$ cat src/rtl/core/keyframe_envelope_interpolator_unit_defines.svh
// Assertion macros for the keyframe envelope interpolator.
// Each expects clk and rst in the scope of its use.
`ifndef KEYFRAME_ENVELOPE_INTERPOLATOR_UNIT_DEFINES_SVH
`define KEYFRAME_ENVELOPE_INTERPOLATOR_UNIT_DEFINES_SVH

`ifndef SYNTHESIS
// Same-cycle implication, checked out of reset.
`define KFE_ASSERT(label, ante, cons, msg) \
  label: assert property (@(posedge clk) disable iff (rst) (ante) |-> (cons)) else $error(msg);
// Next-cycle implication, checked out of reset.
`define KFE_ASSERT_NXT(label, ante, cons, msg) \
  label: assert property (@(posedge clk) disable iff (rst) (ante) |=> (cons)) else $error(msg);
`else
`define KFE_ASSERT(label, ante, cons, msg)
`define KFE_ASSERT_NXT(label, ante, cons, msg)
`endif

`endif

$ cat src/rtl/core/kfe_pkg.sv
`default_nettype none
package kfe_pkg;

  localparam int TIME_W  = 32;
  localparam int VALUE_W = 32;
  localparam int INDEX_W = 4;
  localparam int COUNT_W = 5;
  localparam int CURVE_W = 2;

  localparam logic [VALUE_W-1:0] VALUE_MAX = 32'h7fff_ffff;
  localparam logic [VALUE_W-1:0] VALUE_MIN = 32'h8000_0000;

  // Request kinds
  localparam logic REQ_WRITE = 1'b0;
  localparam logic REQ_EVAL  = 1'b1;

  typedef enum logic [CURVE_W-1:0] {
    CURVE_HOLD,
    CURVE_LINEAR,
    CURVE_SMOOTH,
    CURVE_SQUARE
  } kfe_curve_t;

  typedef struct packed {
    logic                      req_type;
    logic [INDEX_W-1:0]        entry_index;
    logic [TIME_W-1:0]         key_time;
    logic signed [VALUE_W-1:0] key_value;
    logic [CURVE_W-1:0]        key_curve;
    logic [TIME_W-1:0]         query_time;
  } kfe_req_t;

  typedef struct packed {
    logic signed [VALUE_W-1:0] ctrl_value;
    logic                      ctrl_active;
  } kfe_rsp_t;

  // One keyframe table word
  typedef struct packed {
    kfe_curve_t                kcurve;
    logic signed [VALUE_W-1:0] kvalue;
    logic [TIME_W-1:0]         ktime;
  } kfe_key_t;

  localparam int KEY_W = $bits(kfe_key_t);

  typedef enum logic [3:0] {
    S_IDLE,
    S_FIRST,
    S_LAST,
    S_SCAN,
    S_PREP,
    S_DIV,
    S_MUL1,
    S_MUL2,
    S_MUL3,
    S_SUM,
    S_DONE
  } kfe_state_t;

endpackage
`default_nettype wire

$ cat src/rtl/core/kfe_ram.sv
`default_nettype none
module kfe_ram #(
  parameter int WIDTH = 66,
  parameter int DEPTH = 16
) (
  input  wire logic                     clk,
  input  wire logic                     we,
  input  wire logic [$clog2(DEPTH)-1:0] waddr,
  input  wire logic [WIDTH-1:0]         wdata,
  input  wire logic [$clog2(DEPTH)-1:0] raddr,
  output logic      [WIDTH-1:0]         rdata
);

  logic [WIDTH-1:0] mem [DEPTH];

  // Write one word, read one word with registered output
  always_ff @(posedge clk) begin
    if (we) begin
      mem[waddr] <= wdata;
    end
    rdata <= mem[raddr];
  end

endmodule
`default_nettype wire

$ cat src/rtl/core/keyframe_envelope_interpolator_unit.sv
// Write request: taken in the idle state and stored in the key table.
// Evaluate request: the response is formed by the key scan (one table read a cycle),
// the bit-serial fraction divider (FRAC_BITS+1 steps) and three passes of one multiplier.
// One request is in work at a time.
// Synchronous active-high reset clears the sequencer, the response valid and the count.
`default_nettype none
`include "keyframe_envelope_interpolator_unit_defines.svh"
module keyframe_envelope_interpolator_unit #(
  parameter int MAX_KEYFRAMES = 16,
  parameter int FRAC_BITS     = 16
) (
  input  wire logic                    clk,
  input  wire logic                    rst,
  input  wire logic                    req_valid,
  output logic                         req_stall,
  input  wire kfe_pkg::kfe_req_t       req,
  output logic                         rsp_valid,
  input  wire logic                    rsp_stall,
  output kfe_pkg::kfe_rsp_t            rsp,
  input  wire logic                    cfg_we,
  input  wire logic [kfe_pkg::COUNT_W-1:0] cfg_wdata
);
  import kfe_pkg::*;

  localparam int AW = $clog2(MAX_KEYFRAMES);
  localparam int NW = $clog2(MAX_KEYFRAMES + 1);
  localparam int FB = FRAC_BITS;
  localparam int CW = $clog2(FRAC_BITS + 1);
  localparam int MA = 34;
  localparam int MB = FRAC_BITS + 3;
  localparam int PW = MA + MB;
  localparam logic [FRAC_BITS:0]   ONE       = {1'b1, {FRAC_BITS{1'b0}}};
  localparam logic [FRAC_BITS+2:0] THREE_ONE = {3'b011, {FRAC_BITS{1'b0}}};

  kfe_state_t state, state_next;

  logic [COUNT_W-1:0] keyframe_count;
  logic [NW-1:0]      n_clamp;

  // Table port
  logic          ram_we;
  logic [AW-1:0] rd_addr;
  kfe_key_t      wr_key, rd_key;

  // Scan registers
  logic [TIME_W-1:0]  q_time;
  logic [AW-1:0]      last_idx;
  logic [AW-1:0]      idx;
  logic [TIME_W-1:0]  prev_time;
  logic [VALUE_W-1:0] prev_value;
  logic [TIME_W-1:0]  tgt_time;
  logic [VALUE_W-1:0] tgt_value;
  kfe_curve_t         tgt_curve;

  // Divider
  logic [TIME_W:0]   rem;
  logic [TIME_W-1:0] den;
  logic [FB:0]       quot;
  logic [CW-1:0]     div_cnt;
  logic [TIME_W:0]   cand;
  logic              cand_ge;

  // Shared multiplier
  logic signed [MA-1:0] mul_a;
  logic signed [MB-1:0] mul_b;
  logic signed [PW-1:0] prod;
  logic signed [32:0]   diff;
  logic [FB:0]          sqr;
  logic [FB:0]          w_sel;
  logic [33:0]          term;
  logic [34:0]          sum;
  logic [VALUE_W-1:0]   sat_value;

  logic [VALUE_W-1:0] res_value;
  logic               res_active;

  logic            eval_take;
  logic            q_lt, q_eq, q_le;
  logic [TIME_W:0] num33, den33;
  logic            tb_le_pt, q_le_pt;
  logic            rsp_free;

  // Key table
  kfe_ram #(
    .WIDTH(KEY_W),
    .DEPTH(MAX_KEYFRAMES)
  ) u_table (
    .clk  (clk),
    .we   (ram_we),
    .waddr(AW'(req.entry_index)),
    .wdata(wr_key),
    .raddr(rd_addr),
    .rdata(rd_key)
  );

  assign wr_key = '{kcurve: kfe_curve_t'(req.key_curve),
                    kvalue: req.key_value,
                    ktime:  req.key_time};

  // Clamp the count to the table size
  always_comb begin
    if (32'(keyframe_count) > 32'(MAX_KEYFRAMES)) begin
      n_clamp = NW'(MAX_KEYFRAMES);
    end else begin
      n_clamp = NW'(keyframe_count);
    end
  end

  // Compares against the key just read
  assign q_lt = q_time < rd_key.ktime;
  assign q_eq = q_time == rd_key.ktime;
  assign q_le = q_time <= rd_key.ktime;

  // Span checks on the chosen interval
  assign den33    = {1'b0, tgt_time} - {1'b0, prev_time};
  assign num33    = {1'b0, q_time} - {1'b0, prev_time};
  assign tb_le_pt = den33[TIME_W] || (den33 == '0);
  assign q_le_pt  = num33[TIME_W] || (num33 == '0);

  // Restoring divide step: first step takes the integer bit
  assign cand    = (div_cnt == '0) ? rem : {rem[TIME_W-1:0], 1'b0};
  assign cand_ge = cand >= {1'b0, den};

  assign eval_take = (state == S_IDLE) && req_valid && (req.req_type == REQ_EVAL);
  assign rsp_free  = !rsp_valid || !rsp_stall;

  // Weight by curve
  always_comb begin
    unique case (tgt_curve)
      CURVE_HOLD:   w_sel = '0;
      CURVE_LINEAR: w_sel = quot;
      CURVE_SMOOTH: w_sel = prod[FB +: FB+1];
      CURVE_SQUARE: w_sel = sqr;
      default:      w_sel = '0;
    endcase
  end

  // Scale and saturate the final sum
  assign term = prod[FB +: 34];
  assign sum  = {{3{prev_value[VALUE_W-1]}}, prev_value} + {term[33], term};
  always_comb begin
    if ((sum[34:31] == 4'b0000) || (sum[34:31] == 4'b1111)) begin
      sat_value = sum[31:0];
    end else if (sum[34]) begin
      sat_value = VALUE_MIN;
    end else begin
      sat_value = VALUE_MAX;
    end
  end

  // Next state
  always_comb begin
    state_next = state;
    unique case (state)
      S_IDLE: begin
        if (eval_take) begin
          state_next = (n_clamp == '0) ? S_DONE : S_FIRST;
        end
      end
      S_FIRST: state_next = (q_lt || q_eq) ? S_DONE : S_LAST;
      S_LAST:  state_next = q_lt ? S_SCAN : S_DONE;
      S_SCAN: begin
        if (q_le) begin
          state_next = S_PREP;
        end else if (idx == last_idx) begin
          state_next = S_DONE;
        end
      end
      S_PREP: begin
        priority if (tb_le_pt) begin
          state_next = S_DONE;
        end else if (q_le_pt) begin
          state_next = S_MUL1;
        end else begin
          state_next = S_DIV;
        end
      end
      S_DIV: begin
        if (div_cnt == CW'(FRAC_BITS)) begin
          state_next = S_MUL1;
        end
      end
      S_MUL1: state_next = S_MUL2;
      S_MUL2: state_next = S_MUL3;
      S_MUL3: state_next = S_SUM;
      S_SUM:  state_next = S_DONE;
      S_DONE: begin
        if (rsp_free) begin
          state_next = S_IDLE;
        end
      end
      default: state_next = S_IDLE;
    endcase
  end

  // Sequencer outputs: handshake, table port, multiplier operands
  always_comb begin
    req_stall = (state != S_IDLE);
    ram_we    = (state == S_IDLE) && req_valid && (req.req_type == REQ_WRITE) &&
                (32'(req.entry_index) < 32'(MAX_KEYFRAMES));
    rd_addr   = '0;
    mul_a     = '0;
    mul_b     = '0;
    unique case (state)
      S_FIRST: rd_addr = last_idx;
      S_LAST:  rd_addr = AW'(1);
      S_SCAN:  rd_addr = idx + AW'(1);
      S_MUL1: begin
        mul_a = {{(MA-FB-1){1'b0}}, quot};
        mul_b = {2'b00, quot};
      end
      S_MUL2: begin
        // smoothstep factor 3 - 2f
        mul_a = {{(MA-FB-1){1'b0}}, prod[FB +: FB+1]};
        mul_b = THREE_ONE - {1'b0, quot, 1'b0};
      end
      S_MUL3: begin
        mul_a = {diff[32], diff};
        mul_b = {2'b00, w_sel};
      end
      default: ;
    endcase
  end

  // Control registers
  always_ff @(posedge clk) begin
    if (rst) begin
      state          <= S_IDLE;
      rsp_valid      <= 1'b0;
      keyframe_count <= '0;
    end else begin
      state <= state_next;
      if (cfg_we) begin
        keyframe_count <= cfg_wdata;
      end
      if (state == S_DONE && rsp_free) begin
        rsp_valid <= 1'b1;
      end else if (rsp_valid && !rsp_stall) begin
        rsp_valid <= 1'b0;
      end
    end
  end

  // Response register: load when the slot is free
  always_ff @(posedge clk) begin
    if (state == S_DONE && rsp_free) begin
      rsp.ctrl_value  <= res_value;
      rsp.ctrl_active <= res_active;
    end
  end

  // Datapath
  always_ff @(posedge clk) begin
    unique case (state)
      S_IDLE: begin
        if (eval_take) begin
          q_time     <= req.query_time;
          last_idx   <= AW'(n_clamp - NW'(1));
          res_value  <= '0;
          res_active <= 1'b0;
        end
      end
      S_FIRST: begin
        if (q_eq) begin
          res_value  <= rd_key.kvalue;
          res_active <= 1'b1;
        end
        prev_time  <= rd_key.ktime;
        prev_value <= rd_key.kvalue;
      end
      S_LAST: begin
        // last value stands unless a later interval overrides it
        res_value  <= rd_key.kvalue;
        res_active <= 1'b1;
        idx        <= AW'(1);
      end
      S_SCAN: begin
        if (q_le) begin
          tgt_time  <= rd_key.ktime;
          tgt_value <= rd_key.kvalue;
          tgt_curve <= rd_key.kcurve;
        end else begin
          prev_time  <= rd_key.ktime;
          prev_value <= rd_key.kvalue;
          idx        <= idx + AW'(1);
        end
      end
      S_PREP: begin
        quot    <= '0;
        div_cnt <= '0;
        rem     <= {1'b0, num33[TIME_W-1:0]};
        den     <= den33[TIME_W-1:0];
        if (tb_le_pt) begin
          res_value <= tgt_value;
        end
      end
      S_DIV: begin
        rem     <= cand_ge ? (cand - {1'b0, den}) : cand;
        quot    <= {quot[FB-1:0], cand_ge};
        div_cnt <= div_cnt + CW'(1);
      end
      S_MUL1: begin
        prod <= mul_a * mul_b;
        diff <= {tgt_value[VALUE_W-1], tgt_value} - {prev_value[VALUE_W-1], prev_value};
      end
      S_MUL2: begin
        sqr  <= prod[FB +: FB+1];
        prod <= mul_a * mul_b;
      end
      S_MUL3: begin
        prod <= mul_a * mul_b;
      end
      S_SUM: begin
        res_value <= sat_value;
      end
      default: ;
    endcase
  end

  `KFE_ASSERT_NXT(a_eval_leaves_idle, eval_take, state != S_IDLE, "evaluate did not start")
  `KFE_ASSERT(a_inactive_zero, rsp_valid, rsp.ctrl_active || (rsp.ctrl_value == '0), "inactive value not zero")
  `KFE_ASSERT(a_scan_in_range, state == S_SCAN, (idx <= last_idx) && (idx != '0), "scan index out of range")
  `KFE_ASSERT(a_div_count, state == S_DIV, div_cnt <= CW'(FRAC_BITS), "divider ran over")
  `KFE_ASSERT(a_frac_bound, state == S_MUL1, quot <= ONE, "fraction above one")

endmodule
`default_nettype wire

$ cat config.mk
export PLATFORM = sky130hd
export DESIGN_NAME = keyframe_envelope_interpolator_unit
export DESIGN_NICKNAME = d
export VERILOG_FILES = /design/src/rtl/core/kfe_pkg.sv /design/src/rtl/core/kfe_ram.sv /design/src/rtl/core/keyframe_envelope_interpolator_unit.sv
export VERILOG_INCLUDE_DIRS = /design/src /design/src/rtl/core
export SDC_FILE = /design/constraint.sdc
export NUM_CORES = 2
export LEC_CHECK = 0
export ABC_CLOCK_PERIOD_IN_PS = 8900
export BUFFER_PORTS_ARGS = -buffer_cell sky130_fd_sc_hd__buf_2
export CORE_MARGIN = 1
export CORE_UTILIZATION = 45
export DETAILED_ROUTE_END_ITERATION = 12
export GPL_TIMING_DRIVEN = 0
export MAX_ROUTING_LAYER = met4
export PLACE_DENSITY = 0.7
export SLEW_MARGIN = 20
export SYNTH_ARGS = -nofsm -noshare
export SYNTH_HDL_FRONTEND = slang
export SYNTH_SLANG_ARGS = --single-unit
$ cat constraint.sdc
create_clock -name clk -period 8.9 [get_ports clk]
set_input_delay 0.89 -clock clk [delete_from_list [all_inputs] [get_ports clk]]
set_output_delay 0.89 -clock clk [all_outputs]
set_load 0.01 [all_outputs]
---- Yosys cells after proc, flatten, opt, wreduce, memory -nomap -nowiden ----
Memories as Yosys holds them, arrays and structs flattened. A register that Yosys moved wholly into a read port is not among the register bits.
Index checks and enable logic that the tools add are counted.
storage, ports and cells
  register bits ........................... 433
  memory bits (writable) .................. 1056
  input bits .............................. 113
  logic and storage cells ................. 136
  memories kept ........................... 1
cells by class
  add/sub/neg operators ................... 9
  $mul .................................... 1
  magnitude comparators ................... 4
  equal/unequal tests ..................... 24
  muxes and demuxes ....................... 40
  bitwise logic cells ..................... 1
  reductions and logical operators ........ 34
memories
  name         words  width  rd ports  clocked after Yosys merged registers in  wr ports  RTL line       text
  u_table.mem  16     66     1         1                                        1         kfe_ram.sv:14  logic [WIDTH-1:0] mem [DEPTH];
operators with widths
  kind                      number
  $mux W32                  7
  $pmux W32 S5              1
  $pmux W32 S2              2
  $pmux W34 S3              1
  $sub A32 B32 Y33          3
  $pmux W17 S4              1
  $logic_not A33 Y1         2
  $mux W33                  2
  $pmux W33 S2              1
  $pmux W19 S3              1
  $mul A34 B19 Y50          1
  $pmux W4 S11              1
  $mux W4                   10
  $add A32 B34 Y35          1
  $pmux W17 S2              1
  $ge A33 B32 Y1            1
  $sub A33 B32 Y33          1
  $eq A32 B32 Y1            1
  $le A32 B32 Y1            1
  $lt A32 B32 Y1            1
  $sub A18 B18 Y19 const A  1
  $eq A4 B3 Y1 const B      4
  $eq A4 B4 Y1 const B      4
  $ne A2 B2 Y1 const B      6
  other kinds (33)          58

---- Longest topological paths before layout ----
  depth after elaboration ................. 6
  mapped depth ............................ 35
  depth with buffers taken out ............ 32

---- By module ----
A second synthesis with hierarchy kept.
unflattened totals
  cells, all modules ...................... 6360
  area, all modules ....................... 86598.1 um^2
modules (own cells, without submodules)
  module                               times used  cells each  area each (um^2)
  keyframe_envelope_interpolator_unit  1           4662        45798.9
  kfe_ram                              1           1698        40799.1

---- Worst setup path before layout ----
OpenSTA, ideal clock, no wires.
  path kind ............................... register to register
  start point ............................. register state[3]
  end point ............................... register prod[45] (data pin)
  data arrival time ....................... 9.222 ns
  required time ........................... 8.638 ns
  slack ................................... -0.585 ns
  cell stages (with the launch flop) ...... 33
  path buffers ............................ 3
  cells stage by stage .................... dfxtp_1 > clkbuf_1 > nand3b_1 > nor2_1 > clkbuf_1 > nand2_1 > o211ai_1 > clkbuf_1 > nand2_1 > fa_1 > inv_1 > fa_1 > inv_1 > fa_1 > inv_1 > fa_1 > fa_1 > fa_1 > inv_1 > fa_1 > inv_1 > ha_1 > a21o_1 > a21oi_1 > o21a_1 > o41ai_1 > or4_1 > o211ai_1 > o21ai_1 > a311o_1 > a31oi_1 > o21bai_1 > xor2_1
on the way
  cells in the longest elaborated chain, start to end .. 3
  elaborated cells on any way between the ends .. 6
ends and longest elaborated chain
  element                                              RTL line                                                                                                                            text
  start: declaration                                   keyframe_envelope_interpolator_unit.sv:35                                                                                           kfe_state_t state, state_next;
  start signal: assignment                             keyframe_envelope_interpolator_unit.sv:232                                                                                          state <= state_next;
  $eq A4 B4 Y1 / $eq A4 B3 Y1 (equally long branches)  keyframe_envelope_interpolator_unit.sv:204, keyframe_envelope_interpolator_unit.sv:254
  $pmux W34 S3 / $pmux W19 S3 (equally long branches)  keyframe_envelope_interpolator_unit.sv:204                                                                                          unique case (state)
  $mul A34 B19 Y50 *                                   keyframe_envelope_interpolator_unit.sv:303, keyframe_envelope_interpolator_unit.sv:308, keyframe_envelope_interpolator_unit.sv:311
  end signal: assignment                               keyframe_envelope_interpolator_unit.sv:303                                                                                          prod <= mul_a * mul_b;
  end signal: assignment                               keyframe_envelope_interpolator_unit.sv:308                                                                                          prod <= mul_a * mul_b;
  end signal: assignment                               keyframe_envelope_interpolator_unit.sv:311                                                                                          prod <= mul_a * mul_b;
  end: declaration                                     keyframe_envelope_interpolator_unit.sv:66                                                                                           logic signed [PW-1:0] prod;
Mark *: on every way between the ends. The rest lies on a longest branch, timed or not.
A chain may end at the register's enable or synchronous reset.

---- Worst setup path in the final report ----
  start point ............................. register quot[4]
  end point ............................... register prod[45] (data pin)
on the way
  cells in the longest elaborated chain, start to end .. 3
  elaborated cells on any way between the ends .. 5
ends and longest elaborated chain
  element                                                  RTL line                                                                                                                            text
  start: declaration                                       keyframe_envelope_interpolator_unit.sv:58                                                                                           logic [FB:0] quot;
  start signal: assignment                                 keyframe_envelope_interpolator_unit.sv:299                                                                                          quot <= {quot[FB-1:0], cand_ge};
  $sub A18 B18 Y19 / $pmux W17 S4 (equally long branches)  keyframe_envelope_interpolator_unit.sv:215, keyframe_envelope_interpolator_unit.sv:129
  $pmux W19 S3                                             keyframe_envelope_interpolator_unit.sv:204
  $mul A34 B19 Y50 *                                       keyframe_envelope_interpolator_unit.sv:303, keyframe_envelope_interpolator_unit.sv:308, keyframe_envelope_interpolator_unit.sv:311
Marked as above.

==> flow_summary_export.csv <==
group,metric,value,unit
status,status,"finished, violations left",
status,violations,"setup timing",
clocking,clk_latency,0.82,ns
final_layout,layout.cells.non_filler,9734,
floorplan,dieWidth,444,µm
timing,final.setup_skew,0.0495,ns
critical_path,critPathMaxStageDelay,0.60,ns
critical_path,r2r-end,"prod[45]",
critical_path,end_kind,"register",
final_layout,drive_gt1_frac,0.146,
final_layout,layout_common_cells,"edfxtp_1 (1463), inv_1 (812), nand2_1 (653)",
global_route,grt_overflow,0,
clocking,cts_root_buf,"clkbuf_16",
critical_path,worstSetupPathType,"reg -> reg",
critical_path,cp-start-kind,"register",
placed_design,portBuffers,145,
clocking,cts_tree,"yes",
critical_path,cp.arrival,9.70,ns
global_route,grt_max_degree,43,
clocking,htreeDepth,4,
routing,wl_met2,117,mm
synthesis,synthTopCellsByArea,"edfxtp_1 (50%), fa_1 (14%), mux4_2 (6.8%)",
floorplan,initial_core_util,0.455,
synthesis,synth_seq_cells,1539,
pwr,power_frac_comb,0.330,
min_path,min-delay-start,"req[2]",
floorplan,core_area,193000,µm²
pwr,peakVddDrop,0.228,mV
timing,setup_viol,11,
routing,via_per_inst,5.77,
pwr,intPower,15.0,mW
synthesis,ys_types,96,
pwr,p_switching,7.97,mW
synthesis,async_reset_ff_frac,0,
final_layout,mostFrequentLayoutCell,"edfxtp_1",
floorplan,chipHeight,444,µm
timing,max-slew-margin-rel,0.252,
global_route,grt_pass1_wl,370,mm
clocking,cts_num_sinks,1539,
routing,highest_layer,"met4",
clocking,cts_buffer_depth,3,
global_route,grt_pass1_vias,57400,
placed_design,gp_congestion,0.999,
synthesis,synth_area_per_cell,13.2,µm²
pwr,power_density,231,nW/µm²
floorplan,design.die.area,197000,µm²
routing,wl_met1,99.2,mm
routing,drc,0,
routing,wl,249,mm
placed_design,dp_hpwl,187,mm
final_layout,final_cell_area,99500,µm²
floorplan,rows,161,
synthesis,yosysTopAreaCellShare,0.500,
placed_design,dpl.cell_count,9419,
synthesis,syn-instance-count,6633,
pwr,clkPwrFrac,0.269,
floorplan,ios,148,
final_layout,nets,8118,
timing,layout_min_cycle_time,9.16,ns
routing,drtAntennaViolNets,0,
min_path,worstHoldPathCells,1,
critical_path,cp_max_fo,5,
min_path,hold_path_end,"q_time[2]",
critical_path,rr_worst_depth,31,
routing,vias,56200,
critical_path,critPathSlowestCell,"fa_2",
routing,met3_length,20.6,mm
timing,tightest_slew,1.12,ns
synthesis,synth_warnings,0,
global_route,antenna_found_initial,23,
pwr,swShare,0.347,
critical_path,cpMostUsedCell,"fa_1",
timing,hold_viol,0,
final_layout,area_delta_synth_final,13.3,%
critical_path,worstReg2RegStart,"quot[4]",
timing,layout_setup_ws,-0.260,ns
routing,wl_per_cell,25.5,µm
routing,drt-pass1-iter-count,6,
timing,slew_violations,0,
critical_path,ff2ff_setup_slack,-0.26,ns
min_path,hold_path.class,"in -> reg",
timing,fin_crit_sh,1.03,
placed_design,place_area,93700,µm²
synthesis,netlist_area,87800,µm²
synthesis,synth_top_cell_by_area,"edfxtp_1",
timing,grt_setup_unrepaired,"yes",
clocking,numCtsBuffers,146,
run,drv_cap,0,
critical_path,cp.required,9.44,ns
synthesis,ys_dominant_reg_cell,"edfxtp_1",
timing,fmax,0.109,GHz
global_route,grt_use_total,0.261,
pwr,leakage,38.6,nW
synthesis,synth_enable_flop_cells,1463,
clocking,cts.reportedPaths.clkPinSlew,0.06,ns
pwr,p_seq_frac,0.401,
synthesis,ys_seq_area_frac,0.518,
routing,drt_iter0_drc,5987,
stage by stage:
step	util	power (mW)	setup TNS (ns)	setup WS, ns	hold WS [ns]
finish	0.515	23.0	-1.71	-0.260	0.267
global route	0.515	23.9	-4.63	-0.465	0.243
CTS	0.513	22.9	-2.97	-0.420	0.218
detailed placement	0.485	16.7	-66.09	-2.61	0.392
global placement	0.475	16.5	-956.63	-3.76	0.387
floorplan	-	14.0	0	0.000409	0.386
sequential cells by signal, indices dropped and copies added, names as in the netlist, 33 cells and up:
name,count
prod,34
rsp,33
diff,33
u_table.rdata,66
rem,33
u_table.mem,1056
final cells by class:
class	count	area [µm²]
repair buffers	294	2840
fillers	15900	93700
diodes	15	37.5
multi-input cells	4009	38900
clock inverters	77	878
flip-flops and latches	1539	45500
inverters	817	3070
plain buffers	271	1270
well taps	2526	3160
clock buffers	186	3860
cell usage after synthesis, types with 7 or more instances:
library cell	n
o22ai_1	8
edfxtp_1	1463
nand3_1	80
a311oi_1	7
nor2b_1	35
nand2b_1	40
a21boi_0	15
dfxtp_1	76
ha_1	330
inv_1	816
o2111ai_1	14
nor3_1	81
a21oi_1	178
xor2_1	58
or2_2	12
o21a_1	46
nand3b_1	12
o21bai_1	21
buf_1	40
nor4_1	15
mux2_2	53
clkbuf_1	223
a31oi_1	92
a221oi_1	8
o21ai_0	131
xnor2_1	124
o31ai_1	19
buf_2	17
a22oi_1	64
o211ai_1	32
nand4_1	44
a211oi_1	92
mux2i_1	30
and3_1	46
and2_1	157
fa_1	597
nand2_1	665
a21o_1	87
o221ai_1	12
mux4_2	264
or3_1	22
nor2_1	378
worst max path at each step:
| stage | endpoint | slack [ns] | start |
|---|---|---|---|
| 2_1_floorplan | prod[45] | 0.0004 | state[3] |
| 3_3_place_gp | u_table.mem[0][54] | -3.76 | state[3] |
| 3_5_place_dp | prod[45] | -2.61 | state[2] |
| 4_1_cts | prod[45] | -0.42 | quot[7] |
| 5_1_grt | prod[49] | -0.46 | quot[0] |
| 6_report | prod[45] | -0.26 | quot[4] |
worst max-delay path: cells and delay by family (launching register included):
kind | cells | cell delay, ns
xor+xnor | 1 | 0.16
compound gates | 10 | 1.77
fa+ha+maj | 8 | 3.82
buf+inv | 5 | 0.40
flops | 1 | 0.40
simple gates | 7 | 2.32
power by group through the flow:
stage | Combinational, mW | Sequential, mW | Clock, mW
CTS | 7.47 | 9.20 | 6.26
detailed placement | 7.36 | 9.35 | 0
global route | 8.16 | 9.25 | 6.53
finish | 7.58 | 9.21 | 6.18
floorplan | 4.87 | 9.14 | 0
global placement | 7.13 | 9.38 | 0
logic make-up (layout without fill, tap and decap cells):
family                   after synthesis  count (layout)  synth area share
buffers and inverters               1098            1645            0.0473
adder cells (fa/ha/maj)              927             927             0.183
flip-flops                          1539            1539             0.518
XOR/XNOR                             183             183            0.0183
other                                  2              30         0.0000855
multiplexers                         347             347            0.0779
AO/OA/AOI/OAI                        912             912            0.0706
AND/OR/NAND/NOR                     1625            1625            0.0852
per-layer routing:
layer | vias up | GRT usage
met2 | 2724 | 0.409
met1 | 28400 | 0.338
met4 | 0 | 0.110
met3 | 471 | 0.0425
li1 | 24500 | -
met5 | - | -
what timing repair did:
item / CTS / global route
hold buffers: 0 / 0
pin swaps: 37 / 38
buffers inserted: 28 / 18
setup endpoints to repair: 34 / 32
resized for setup: 152 / 102
(Power assumes the default switching activity.)
